$ cat src/rtl/core/cws_pkg.sv
// Shared types and constants for the channel to wire segments unit.
`timescale 1ns / 1ps
`default_nettype none
package cws_pkg;

  localparam int ChanW = 24;
  localparam int CfgIdxW = 3;
  localparam int CfgDataW = 12;

  localparam logic [CfgIdxW-1:0] RegAnchU = 3'd0;
  localparam logic [CfgIdxW-1:0] RegAnchV = 3'd1;
  localparam logic [CfgIdxW-1:0] RegAnchZ = 3'd2;
  localparam logic [CfgIdxW-1:0] RegWireU = 3'd3;
  localparam logic [CfgIdxW-1:0] RegWireV = 3'd4;
  localparam logic [CfgIdxW-1:0] RegWireZ = 3'd5;
  localparam logic [CfgIdxW-1:0] RegChamb = 3'd6;
  localparam logic [CfgIdxW-1:0] RegCryo = 3'd7;

  // One decoded channel, passed from front to back.
  typedef struct packed {
    logic        illegal;
    logic [3:0]  cryostat;
    logic [7:0]  base_ch;
    logic [1:0]  plane;
    logic        flip;
    logic [11:0] bottom;
    logic [9:0]  anch;
    logic [11:0] nw;
  } job_t;

  // One result segment.
  typedef struct packed {
    logic [3:0]  cryostat;
    logic [7:0]  chamber;
    logic [1:0]  plane;
    logic [11:0] wire_res;
    logic        last;
    logic        illegal;
  } seg_t;

endpackage
`default_nettype wire

$ cat src/rtl/core/cws_if.sv
// Valid/ready channel interfaces for requests and results.
`timescale 1ns / 1ps
`default_nettype none
interface cws_chan_if;
  logic        valid;
  logic        ready;
  logic [23:0] channel;
  modport source(output valid, output channel, input ready);
  modport sink(input valid, input channel, output ready);
endinterface

interface cws_seg_if;
  logic        valid;
  logic        ready;
  logic [3:0]  cryostat;
  logic [7:0]  chamber;
  logic [1:0]  plane;
  logic [11:0] wire_res;
  logic        last;
  logic        illegal;
  modport source(output valid, output cryostat, output chamber, output plane,
                 output wire_res, output last, output illegal, input ready);
  modport sink(input valid, input cryostat, input chamber, input plane,
               input wire_res, input last, input illegal, output ready);
endinterface
`default_nettype wire

$ cat src/rtl/core/channel_to_wire_segments_unit.sv
// Top level of the channel to wire segments unit.
// Maps a readout channel number to every wire segment it reads. The registers
// hold the anchored wire counts, the wire counts, chambers per cryostat and the
// cryostat count; write them only while no request is in flight. A request is
// decoded by a shared one-bit-per-cycle divider: channel / channels per frame,
// frame / frames per cryostat and 2*frame mod chambers, in that order. The
// decoded channel is then handed to the back end, which registers it before it
// offers the first segment; segments then leave one per cycle while the result
// side is ready, last set on the final one. A channel past the total count gives
// one result with illegal set, decoded after the second division (with no
// division when the geometry holds no channels). The front end takes the next
// request while the back end still emits segments, but only after handing the
// previous decoded channel on, later while the back end holds a decoded channel.
`timescale 1ns / 1ps
`default_nettype none
module channel_to_wire_segments_unit #(
  parameter int MAX_SEGMENTS = 50,
  parameter int PLANES = 3
) (
  input  wire logic                     clk_i,
  input  wire logic                     rst_ni,
  input  wire logic                     cfg_we_i,
  input  wire logic [cws_pkg::CfgIdxW-1:0]  cfg_idx_i,
  input  wire logic [cws_pkg::CfgDataW-1:0] cfg_data_i,
  cws_chan_if.sink                      in_if,
  cws_seg_if.source                     out_if
);
  import cws_pkg::*;

  logic [9:0]  anch_q [3];
  logic [11:0] wires_q [3];
  logic [7:0]  chamb_q;
  logic [4:0]  cryo_q;

  // configuration registers
  always_ff @(posedge clk_i or negedge rst_ni) begin
    if (!rst_ni) begin
      anch_q[0] <= 10'd1; anch_q[1] <= 10'd1; anch_q[2] <= 10'd1;
      wires_q[0] <= 12'd1; wires_q[1] <= 12'd1; wires_q[2] <= 12'd1;
      chamb_q <= 8'd2; cryo_q <= 5'd1;
    end else if (cfg_we_i) begin
      unique case (cfg_idx_i)
        RegAnchU: anch_q[0] <= cfg_data_i[9:0];
        RegAnchV: anch_q[1] <= cfg_data_i[9:0];
        RegAnchZ: anch_q[2] <= cfg_data_i[9:0];
        RegWireU: wires_q[0] <= cfg_data_i;
        RegWireV: wires_q[1] <= cfg_data_i;
        RegWireZ: wires_q[2] <= cfg_data_i;
        RegChamb: chamb_q <= cfg_data_i[7:0];
        RegCryo:  cryo_q <= cfg_data_i[4:0];
        default: ;
      endcase
    end
  end

  logic  job_valid, job_ready;
  job_t  job;
  seg_t  seg;

  cws_front #(.PLANES(PLANES)) u_front (
    .clk_i, .rst_ni, .anch_i(anch_q), .wires_i(wires_q), .chambers_i(chamb_q),
    .cryo_cnt_i(cryo_q), .in_valid_i(in_if.valid), .in_ready_o(in_if.ready),
    .channel_i(in_if.channel), .job_valid_o(job_valid), .job_ready_i(job_ready),
    .job_o(job));

  cws_back #(.MAX_SEGMENTS(MAX_SEGMENTS)) u_back (
    .clk_i, .rst_ni, .job_valid_i(job_valid), .job_ready_o(job_ready), .job_i(job),
    .seg_valid_o(out_if.valid), .seg_ready_i(out_if.ready), .seg_o(seg));

  assign out_if.cryostat = seg.cryostat;
  assign out_if.chamber  = seg.chamber;
  assign out_if.plane    = seg.plane;
  assign out_if.wire_res = seg.wire_res;
  assign out_if.last     = seg.last;
  assign out_if.illegal  = seg.illegal;

  a_ill_last: assert property (@(posedge clk_i) disable iff (!rst_ni)
    out_if.valid && out_if.illegal |-> !out_if.last && out_if.wire_res == 12'd0)
    else $error("illegal result carries data");
  a_plane: assert property (@(posedge clk_i) disable iff (!rst_ni)
    out_if.valid |-> out_if.plane != 2'd3) else $error("bad plane");
  a_hold: assert property (@(posedge clk_i) disable iff (!rst_ni)
    job_valid && !job_ready |=> job_valid) else $error("job dropped");
endmodule
`default_nettype wire

$ cat src/rtl/core/cws_front.sv
// Front end: decodes a channel into frame, cryostat, base chamber, plane, group and bottom wire.
`timescale 1ns / 1ps
`default_nettype none
module cws_front #(
  parameter int PLANES = 3
) (
  input  wire logic                clk_i,
  input  wire logic                rst_ni,
  input  wire logic [9:0]          anch_i [3],
  input  wire logic [11:0]         wires_i [3],
  input  wire logic [7:0]          chambers_i,
  input  wire logic [4:0]          cryo_cnt_i,
  input  wire logic                in_valid_i,
  output logic                     in_ready_o,
  input  wire logic [23:0]         channel_i,
  output logic                     job_valid_o,
  input  wire logic                job_ready_i,
  output cws_pkg::job_t            job_o
);
  import cws_pkg::*;

  localparam logic [2:0] StIdle = 3'd0;
  localparam logic [2:0] StDivF = 3'd1;  // channel / cpf
  localparam logic [2:0] StDivC = 3'd2;  // frame / frames
  localparam logic [2:0] StDivB = 3'd3;  // 2*frame mod chambers
  localparam logic [2:0] StOut  = 3'd4;

  logic [2:0]  state_q, state_d;
  // shared restoring divider
  logic [23:0] rem_q, rem_d, quo_q, quo_d, dvs_q, dvs_d;
  logic [4:0]  cnt_q, cnt_d;
  logic [23:0] frame_q, frame_d;
  logic [12:0] off_q, off_d;
  job_t        job_q, job_d;

  logic [12:0] cpf;
  logic [6:0]  frames;
  logic [12:0] first1, first2;
  logic [24:0] trial;
  logic [23:0] rem_sh, rem_nx, quo_nx;
  logic [1:0]  pl;
  logic [11:0] win;
  logic [9:0]  a0, a1, a2;
  logic [9:0]  anch_sel;
  logic        grp;
  logic [11:0] bottom;

  always_comb begin
    a0 = anch_i[0];
    a1 = (PLANES > 1) ? anch_i[1] : 10'd0;
    a2 = (PLANES > 2) ? anch_i[2] : 10'd0;
    cpf = {2'b0, a0, 1'b0} + {2'b0, a1, 1'b0} + {2'b0, a2, 1'b0};
    frames = chambers_i[7:1];
    first1 = {2'b0, a0, 1'b0};
    first2 = first1 + {2'b0, a1, 1'b0};
  end

  // one divider step: shift in the next dividend bit, subtract if it fits
  always_comb begin
    rem_sh = {rem_q[22:0], quo_q[23]};
    trial = {1'b0, rem_sh} - {1'b0, dvs_q};
    rem_nx = trial[24] ? rem_sh : trial[23:0];
    quo_nx = {quo_q[22:0], ~trial[24]};
  end

  // plane select from offset; the group is the frame side (0 or 1)
  always_comb begin
    if (off_q < first1) begin
      pl = 2'd0; win = off_q[11:0];
    end else if (off_q < first2) begin
      pl = 2'd1; win = 12'(off_q - first1);
    end else begin
      pl = 2'd2; win = 12'(off_q - first2);
    end
    anch_sel = (pl == 2'd0) ? a0 : (pl == 2'd1) ? a1 : a2;
    grp = (win >= 12'(anch_sel));
    bottom = grp ? win - 12'(anch_sel) : win;
  end

  // decode sequence; a quotient of frame / frames at or above the cryostat
  // count means the channel is past the total
  always_comb begin
    state_d = state_q; rem_d = rem_q; quo_d = quo_q; dvs_d = dvs_q; cnt_d = cnt_q;
    frame_d = frame_q; off_d = off_q; job_d = job_q;
    in_ready_o = (state_q == StIdle);
    unique case (state_q)
      StIdle: if (in_valid_i) begin
        if (cpf == 13'd0 || frames == 7'd0) begin
          job_d = '0; job_d.illegal = 1'b1; state_d = StOut;
        end else begin
          rem_d = '0; quo_d = channel_i; dvs_d = 24'(cpf); cnt_d = '0;
          state_d = StDivF;
        end
      end
      StDivF, StDivC, StDivB: begin
        rem_d = rem_nx; quo_d = quo_nx;
        cnt_d = cnt_q + 5'd1;
        if (cnt_q == 5'd23) begin
          cnt_d = '0; rem_d = '0;
          if (state_q == StDivF) begin
            frame_d = quo_nx; off_d = rem_nx[12:0]; dvs_d = 24'(frames);
            state_d = StDivC;
          end else if (state_q == StDivC) begin
            if (quo_nx >= 24'(cryo_cnt_i)) begin
              job_d = '0; job_d.illegal = 1'b1; state_d = StOut;
            end else begin
              job_d.illegal = 1'b0;
              job_d.cryostat = quo_nx[3:0];
              job_d.plane = pl;
              job_d.flip = grp;
              job_d.bottom = bottom;
              job_d.anch = anch_sel;
              job_d.nw = wires_i[pl];
              quo_d = {frame_q[22:0], 1'b0}; dvs_d = 24'(chambers_i);
              state_d = StDivB;
            end
          end else begin
            job_d.base_ch = rem_nx[7:0];
            state_d = StOut;
          end
        end
      end
      StOut: if (job_ready_i) state_d = StIdle;
      default: state_d = StIdle;
    endcase
  end

  always_ff @(posedge clk_i or negedge rst_ni) begin
    if (!rst_ni) state_q <= StIdle;
    else state_q <= state_d;
  end
  always_ff @(posedge clk_i) begin
    rem_q <= rem_d; quo_q <= quo_d; dvs_q <= dvs_d; cnt_q <= cnt_d;
    frame_q <= frame_d; off_q <= off_d; job_q <= job_d;
  end

  assign job_valid_o = (state_q == StOut);
  assign job_o = job_q;

endmodule
`default_nettype wire

$ cat src/rtl/core/cws_back.sv
// Back end: steps through the wire segments of one decoded channel.
`timescale 1ns / 1ps
`default_nettype none
module cws_back #(
  parameter int MAX_SEGMENTS = 50
) (
  input  wire logic      clk_i,
  input  wire logic      rst_ni,
  input  wire logic      job_valid_i,
  output logic           job_ready_o,
  input  wire cws_pkg::job_t job_i,
  output logic           seg_valid_o,
  input  wire logic      seg_ready_i,
  output cws_pkg::seg_t  seg_o
);
  import cws_pkg::*;
  localparam int KW = $clog2(MAX_SEGMENTS + 1);

  logic          busy_q;
  job_t          job_q;
  logic [KW-1:0] k_q;
  logic [12:0]   w_q;
  logic [12:0]   w_next;
  logic          stop;

  assign w_next = w_q + 13'(job_q.anch);
  assign stop = job_q.illegal || (w_next >= 13'(job_q.nw)) ||
                (32'(k_q) + 1 >= MAX_SEGMENTS);
  assign job_ready_o = !busy_q;
  assign seg_valid_o = busy_q;

  always_comb begin
    seg_o = '0;
    seg_o.illegal = job_q.illegal;
    if (!job_q.illegal) begin
      seg_o.cryostat = job_q.cryostat;
      seg_o.chamber = job_q.base_ch + 8'(k_q[0] ^ job_q.flip);
      seg_o.plane = job_q.plane;
      seg_o.wire_res = w_q[11:0];
      seg_o.last = stop;
    end
  end

  always_ff @(posedge clk_i or negedge rst_ni) begin
    if (!rst_ni) busy_q <= 1'b0;
    else if (!busy_q) busy_q <= job_valid_i;
    else if (seg_ready_i && stop) busy_q <= 1'b0;
  end
  always_ff @(posedge clk_i) begin
    if (!busy_q && job_valid_i) begin
      job_q <= job_i; k_q <= '0; w_q <= 13'(job_i.bottom);
    end else if (busy_q && seg_ready_i) begin
      k_q <= k_q + KW'(1); w_q <= w_next;
    end
  end
endmodule
`default_nettype wire
$ cat src/flat_wrapper.sv
// flat-port wrapper written by rule: the top's interface ports become plain ports
module channel_to_wire_segments_unit_flat import cws_pkg::*;
#(
  parameter int MAX_SEGMENTS = 50,
  parameter int PLANES = 3
)
  (clk_i, rst_ni, cfg_we_i, cfg_idx_i, cfg_data_i, in_if_valid, in_if_channel, in_if_ready, out_if_valid, out_if_cryostat, out_if_chamber, out_if_plane, out_if_wire_res, out_if_last, out_if_illegal, out_if_ready);
  cws_chan_if in_if_i ();
  cws_seg_if out_if_i ();
  input  wire logic clk_i;
  input  wire logic rst_ni;
  input  wire logic cfg_we_i;
  input  wire logic [cws_pkg::CfgIdxW-1:0] cfg_idx_i;
  input  wire logic [cws_pkg::CfgDataW-1:0] cfg_data_i;
  input wire logic [$bits(in_if_i.valid)-1:0] in_if_valid;
  input wire logic [$bits(in_if_i.channel)-1:0] in_if_channel;
  output wire logic [$bits(in_if_i.ready)-1:0] in_if_ready;
  output wire logic [$bits(out_if_i.valid)-1:0] out_if_valid;
  output wire logic [$bits(out_if_i.cryostat)-1:0] out_if_cryostat;
  output wire logic [$bits(out_if_i.chamber)-1:0] out_if_chamber;
  output wire logic [$bits(out_if_i.plane)-1:0] out_if_plane;
  output wire logic [$bits(out_if_i.wire_res)-1:0] out_if_wire_res;
  output wire logic [$bits(out_if_i.last)-1:0] out_if_last;
  output wire logic [$bits(out_if_i.illegal)-1:0] out_if_illegal;
  input wire logic [$bits(out_if_i.ready)-1:0] out_if_ready;
  assign in_if_i.valid = in_if_valid;
  assign in_if_i.channel = in_if_channel;
  assign in_if_ready = in_if_i.ready;
  assign out_if_valid = out_if_i.valid;
  assign out_if_cryostat = out_if_i.cryostat;
  assign out_if_chamber = out_if_i.chamber;
  assign out_if_plane = out_if_i.plane;
  assign out_if_wire_res = out_if_i.wire_res;
  assign out_if_last = out_if_i.last;
  assign out_if_illegal = out_if_i.illegal;
  assign out_if_i.ready = out_if_ready;
  channel_to_wire_segments_unit #(.MAX_SEGMENTS(MAX_SEGMENTS), .PLANES(PLANES)) u_core (.clk_i(clk_i), .rst_ni(rst_ni), .cfg_we_i(cfg_we_i), .cfg_idx_i(cfg_idx_i), .cfg_data_i(cfg_data_i), .in_if(in_if_i), .out_if(out_if_i));
endmodule
$ cat config.mk
export PLATFORM = sky130hd
export DESIGN_NAME = channel_to_wire_segments_unit_flat
export DESIGN_NICKNAME = d
export VERILOG_FILES = /design/src/rtl/core/cws_pkg.sv /design/src/rtl/core/cws_if.sv /design/src/rtl/core/channel_to_wire_segments_unit.sv /design/src/rtl/core/cws_front.sv /design/src/rtl/core/cws_back.sv /design/src/flat_wrapper.sv
export SDC_FILE = /design/constraint.sdc
export NUM_CORES = 1
export LEC_CHECK = 0
export BUFFER_PORTS_ARGS = -buffer_cell sky130_fd_sc_hd__buf_2
export CAP_MARGIN = 40
export CORE_MARGIN = 10
export CORE_UTILIZATION = 65
export CTS_BUF_LIST = sky130_fd_sc_hd__clkbuf_4
export CTS_CLUSTER_DIAMETER = 100
export DETAILED_ROUTE_END_ITERATION = 7
export GPL_TIMING_DRIVEN = 0
export PLACE_DENSITY = 0.84
export SLEW_MARGIN = 20
export SYNTH_ARGS = -nofsm -noshare
export SYNTH_HDL_FRONTEND = slang
export SYNTH_SLANG_ARGS = --single-unit
$ cat constraint.sdc
create_clock -name clk_i -period 12.8 [get_ports clk_i]
set_input_delay 1.28 -clock clk_i [delete_from_list [all_inputs] [get_ports clk_i]]
set_output_delay 1.28 -clock clk_i [all_outputs]
set_load 0.01 [all_outputs]
== Word-level counts from Yosys, hierarchy flattened ==
Cells that the tools add are included.
Word-level totals
  word-level logic and storage cells: 164
  input port bits: 44
  output and inout port bits: 30
  register bits: 302
Operators by class
  magnitude comparators: 7
  $add $sub $neg: 11
  reduce and logical (&&, ||, !) cells: 29
  mux-type cells: 57
  eq/ne operators: 23
  bitwise gates (word level): 3
Operators with widths (count)
  $mux 24: 12
  $mux 50: 4
  $pmux 50 s2: 1
  $pmux 24 s2: 2
  $mux 23: 4
  $mux 12: 7
  $mux 37: 2
  $pmux 23 s2: 1
  $mux 27: 1
  $mux 5: 5
  $sub 24x24->25: 1
  $bmux 12 s2: 1
  $ge 24x5->1: 1
  $mux 3: 7
  $mux 10: 2
  $reduce_and 6->1: 3
  $mux 8: 2
  $reduce_and 2->1: 8
  $eq 3x3->1 const B: 5
  $add 13x10->13: 1
  $add 13x11->13: 1
  $ge 13x12->1: 1
  $logic_not 13->1: 1
  $lt 13x11->1: 1
  other kinds (35): 56

== Depth between registers and ports, before layout ==
  depth in word-level cells: 14
  mapped depth: 35
  gate-level depth less buffers: 32

== Cells and area by module ==
Synthesis repeated with hierarchy kept, for this count alone.
Unflattened totals
  cells, all modules: 1465
  area, all modules: 16439.5 µm²
Modules (own cells, without submodules)
  cws_front: cells each 1013, sequential area each 4609.4 µm², times used 1, area each 10116.0 µm²
  cws_back: cells each 280, sequential area each 1666.6 µm², times used 1, area each 3169.3 µm²
  channel_to_wire_segments_unit: cells each 172, sequential area each 1986.9 µm², times used 1, area each 3154.3 µm²

== Worst setup path before layout ==
No wires, ideal clock.
  path kind: register -> register
  start: register u_core.anch_q[11] (netlist bit)
  end: register u_core.u_front.job_q (netlist bit u_core.u_front.job_o[23]), data pin
  path buffers: 4
  data required time: 12528 ps
  period minus slack after synthesis: 7534 ps
  arrival time: 7262 ps
  setup time: 272 ps
  cell stages (with the launch flop): 34
  path slack: 5266 ps
  cell sequence: dfrtp_1 > ha_1 > a21o_1 > a21oi_1 > o21bai_1 > a2111oi_0 > o31ai_1 > a21oi_1 > xnor2_1 > inv_1 > ha_1 > and3_1 > a2111o_1 > a41oi_1 > buf_4 > buf_2 > buf_2 > mux2i_1 > ha_1 > nor2b_1 > o31a_1 > o21ai_0 > nand2b_1 > xnor2_1 > a21oi_1 > ha_1 > nand4_1 > a21oi_1 > or3_4 > a221o_1 > or3_1 > buf_2 > nor4_1 > a211oi_1
On the way
  word-level cells in the longest chain between the ends: 14
  elaborated cells between the ends (all ways): 19
  those cells by class: 3 x add/sub; 2 x order compare; 1 x eq/ne; 12 x mux; 1 x reduce/logical
RTL lines
  start: declaration: line channel_to_wire_segments_unit.sv:30  | logic [9:0] anch_q [3];
  $add 11x11->12: line cws_front.sv:55  | first2 = first1 + {2'b0, a1, 1'b0};
  $lt 13x12->1: line cws_front.sv:70  | end else if (off_q < first2) begin
  $mux 2: line cws_front.sv:70
  $mux 2: line cws_front.sv:68  | if (off_q < first1) begin
  $eq 2x1->1: line cws_front.sv:75  | anch_sel = (pl == 2'd0) ? a0 : (pl == 2'd1) ? a1 : a2;
  $mux 10 (2 in a row): line cws_front.sv:75
  $sub 12x10->12 or $ge 12x10->1 (tied branches): line cws_front.sv:77, cws_front.sv:76
  $mux 12 *: line cws_front.sv:77  | bottom = grp ? win - 12'(anch_sel) : win;
  $mux 37 *: line cws_front.sv:104  | if (quo_nx >= 24'(cryo_cnt_i)) begin
  $mux 37 *: line cws_front.sv:103  | end else if (state_q == StDivC) begin
  $mux 50 *: line cws_front.sv:100  | if (state_q == StDivF) begin
  $mux 50 *: line cws_front.sv:98  | if (cnt_q == 5'd23) begin
  $pmux 50 s2 *: line cws_front.sv:86  | unique case (state_q)
  end signal: assignment: line cws_front.sv:134  | frame_q <= frame_d; off_q <= off_d; job_q <= job_d;
  end: declaration: line cws_front.sv:34  | job_t job_q, job_d;
Mark *: on every way between the ends. The rest lies on a longest branch, timed or not. The select of a mux whose other input is x is not followed.
A chain may end at the register's enable or synchronous reset.

== Worst setup path after layout ==
  start: register u_core.anch_q[21] (netlist bit)
  end: register u_core.u_front.job_q (netlist bit u_core.u_front.job_o[23]), data pin
Same word-level chain as after synthesis.

==> impl_results.md <==
* DRT iter0 DRCs at roughly 1200
* Startpoint types: flop
* Cts hold-fix bufs at 0
* Mapped Avg Cell Area at around 11 sq um
* Most frequently used flop master after synthesis: edfxtp_1
* Flop-to-flop setup slack at roughly 3800 ps
* Final min period at 9040 ps
* Worst hold path depth at 0
* Die ar. at 0.0317 sq mm
* Vias at 12200
* Clk sinks at ~290
* Top-Level Pins at 74
* Area after DPL at ~0.017 sq mm
* Register area share after synthesis at 0.509
* Initial antenna violation count at 1
* Top-area cell type share of the netlist area at 0.372
* Slowest CP cell: a2111oi_0
* Pwr Total at ~5.3 mW
* Hold EP: u_core.u_back.job_q[35]
* CP max stage delay at approximately 680 ps
* Slew Limit Headroom at 0.452
* Clk Latency, worst-skew pair at slightly above 700 ps
* Reg-to-reg critical path startpoint: u_core.anch_q[21]
* Nets at between 1500 and 2000
* Routed WL at about 39 mm
* Most frequent cells in the layout: edfxtp_1 (201), nor2_1 (142), clkbuf_4 (110), ha_1 (104), a21oi_1 (85)
* Root Driver: clkbuf_4
* Most common cell after layout, fill and taps aside: edfxtp_1
* Critical path type: reg2reg
* Min-delay src: u_core.u_front.job_o[35]
* ANT nets after route at 0
* Largest net degree at the start of global routing at 53
* Vias in the first global route at around 12000
* Post-CTS Setup Inserts at 0
* Detail Placement HPWL at 28.7 mm
* Synth warnings at 0
* Pwr Density at roughly 300 mW/mm^2
* WHS at between 400 and 500 ps
* Static Leak at approximately 7.5 nW
* Post-route design area at 0.0181 sq mm
* TritonCTS clock tree: built
* Layout cells sized above 1 at 0.205
* CTS H-tree lvls at 3
* Hold Path Class: reg2reg
* Syn Nets at 1605
* Synth area leaders: edfxtp_1 (37%), dfrtp_1 (12%), ha_1 (8.0%)
* Drt wl/cell at just under 20 um
* # setup viols final at 0
* Synth Instances at about 1500
* Worst Path Arrival at 9420 ps
* Initial Util at 0.664
* I/O Buffers at 71
* Total gr overflow at 0
* RePlAce Congestion at roughly 0.97
* Final Hold Viols at 0
* Gr usage total at 0.247
* Max Fclk at between 0.1 and 0.15 GHz
* CP Capture Type: flop
* #FFs+latches synth at approximately 290
* Reg2reg end: u_core.u_front.job_o[23]
* Core area at 0.0245 sq mm
* Post-cts sizing count at 0
* Final Cycle Share at 0.706
* Row Count at 57
* First-pass GRT wire length at 62.0 mm
* Status: complete, no violations
* Synthesized area at 0.0162 sq mm
* R2R depth at 33
* Ys async rst share at 0.285
* Worst Skew at around 46 ps
* Max Cap Viol at 0
* CTS Buffer Depth at 3
* Slew Viols, Final at 0
* Worst-path clk slew at 70 ps
* Width of the die at ~180 um
* P&R area growth vs syn at 11.7%
* Worst endpoint required time at 13180 ps
* Post-synth EDFFs at around 200
* Unrepaired setup endpoints after global routing: no
* Setup_tns at 0 ps
* Peak VDD IR at around 180 uV
* Crit path max fanout at 10
* CTS buffer count at 77
* Via/cell ratio at between 6 and 7
* Cell variety after synth at a little under 90
* Worst-Margin Slew at 819 ps
* Router iterations before antenna repair at 6
* Drt drc at 0
* Largest area contributor in the netlist: edfxtp_1
* Die Height at around 180 um
==> layout make-up <==
| class | count | area, sq um |
|---|---|---|
| tap | 324 | 405 |
| antenna | 1 | 2.50 |
| multi-input combinational | 1023 | 7450 |
| sequential | 291 | 8260 |
| clock inverter | 29 | 145 |
| fill | 1719 | 6330 |
| timing repair buffer | 80 | 489 |
| inverter | 85 | 319 |
| buffer | 52 | 236 |
| clock buffer | 110 | 826 |
==> worst max-delay path, delay by kind of cell, from the launching register on <==
| family | cells | cell delay [ps] |
|---|---|---|
| muxes | 1 | 320 |
| DFF | 1 | 450 |
| xor gates and xnor gates | 2 | 330 |
| buffers and inverters | 5 | 1260 |
| AOI/OAI and AO/OA | 14 | 3440 |
| adders and majority gates | 4 | 1250 |
| and+or+nand+nor | 7 | 1650 |
==> synth_stat cells (all sizes together) (5+ instances only) <==
cell type and instances:
edfxtp 201, nor2 145, ha 104, a21oi 93, inv 84, mux2 84, nand2 82, o21ai 76
dfrtp 75, mux2i 39, clkbuf 36, nor2b 32, xnor2 32, xor2 32, a211oi 26, nand3 26
nor3 26, a21o 22, o31ai 19, buf 16, nand4 16, a31oi 12, and3 12, and2 11
nor4 11, o21a 10, nand2b 9, dfstp 8, o2111ai 8, o211ai 8, dfxtp 7, or2 7
a22oi 6, fa 6, nor3b 6, or3 6, a2111oi 5
==> where the power goes <==
group,internal (mW),switching [mW]
logic,1.20,1.76
registers,1.39,0.186
clock network,0.418,0.388
==> sequential cells by signal, indices dropped and copies added (netlist names), 8 cells and up <==
name / cells
u_core.u_front.quo_q: 24
u_core.u_back.w_q: 13
u_core.u_back.job_q: 37
u_core.wires_q: 36
u_core.u_front.job_o: 50
u_core.u_front.dvs_q: 13
u_core.u_front.rem_q: 23
u_core.anch_q: 30
u_core.chamb_q: 8
u_core.u_front.frame_q: 23
u_core.u_front.off_q: 13
==> cells by family (layout without fill, tap and decap cells) <==
logic type,after synthesis,count (layout),synth area share
simple gates,404,404,0.121
flops,291,291,0.509
fa+ha+maj,110,110,0.0876
other cells,0,1,0
mux,123,123,0.0826
buf+inv,137,356,0.0341
compound gates,322,322,0.131
xor+xnor,64,64,0.0345
==> worst max-delay path by stage <==
stage                                          end  slack [ps]  depth (start not counted)              start
final                     u_core.u_front.job_o[23]        3760                         33  u_core.anch_q[21]
after floorplan           u_core.u_front.job_o[23]        5270                         33  u_core.anch_q[11]
after global routing      u_core.u_front.job_o[23]        3240                         34  u_core.anch_q[21]
after global placement    u_core.u_front.job_o[10]        3790                         16  u_core.anch_q[21]
after detailed placement  u_core.u_front.job_o[23]        3970                         34  u_core.anch_q[11]
after CTS                 u_core.u_front.job_o[23]        3930                         34  u_core.anch_q[21]
==> through the flow <==
| step | std cells | util | setup slack [ps] |
|---|---|---|---|
| floorplan | 1451 | - | 5270 |
| global placement | 1846 | 0.695 | 3790 |
| detailed placement | 1853 | 0.701 | 3970 |
| CTS | 1992 | 0.741 | 3930 |
| global route | 1995 | 0.741 | 3240 |
| finish | 1995 | 0.741 | 3760 |
==> per-layer routing <==
| layer | vias up | global-route usage | wire (um) |
|---|---|---|---|
| met5 | - | 0 | 0 |
| met4 | 0 | 0.0980 | 1010 |
| met3 | 81 | 0.0476 | 3360 |
| met2 | 521 | 0.386 | 18200 |
| met1 | 5920 | 0.336 | 16800 |
| li1 | 5720 | - | - |
Note: power is estimated with default switching activity, not from simulation.
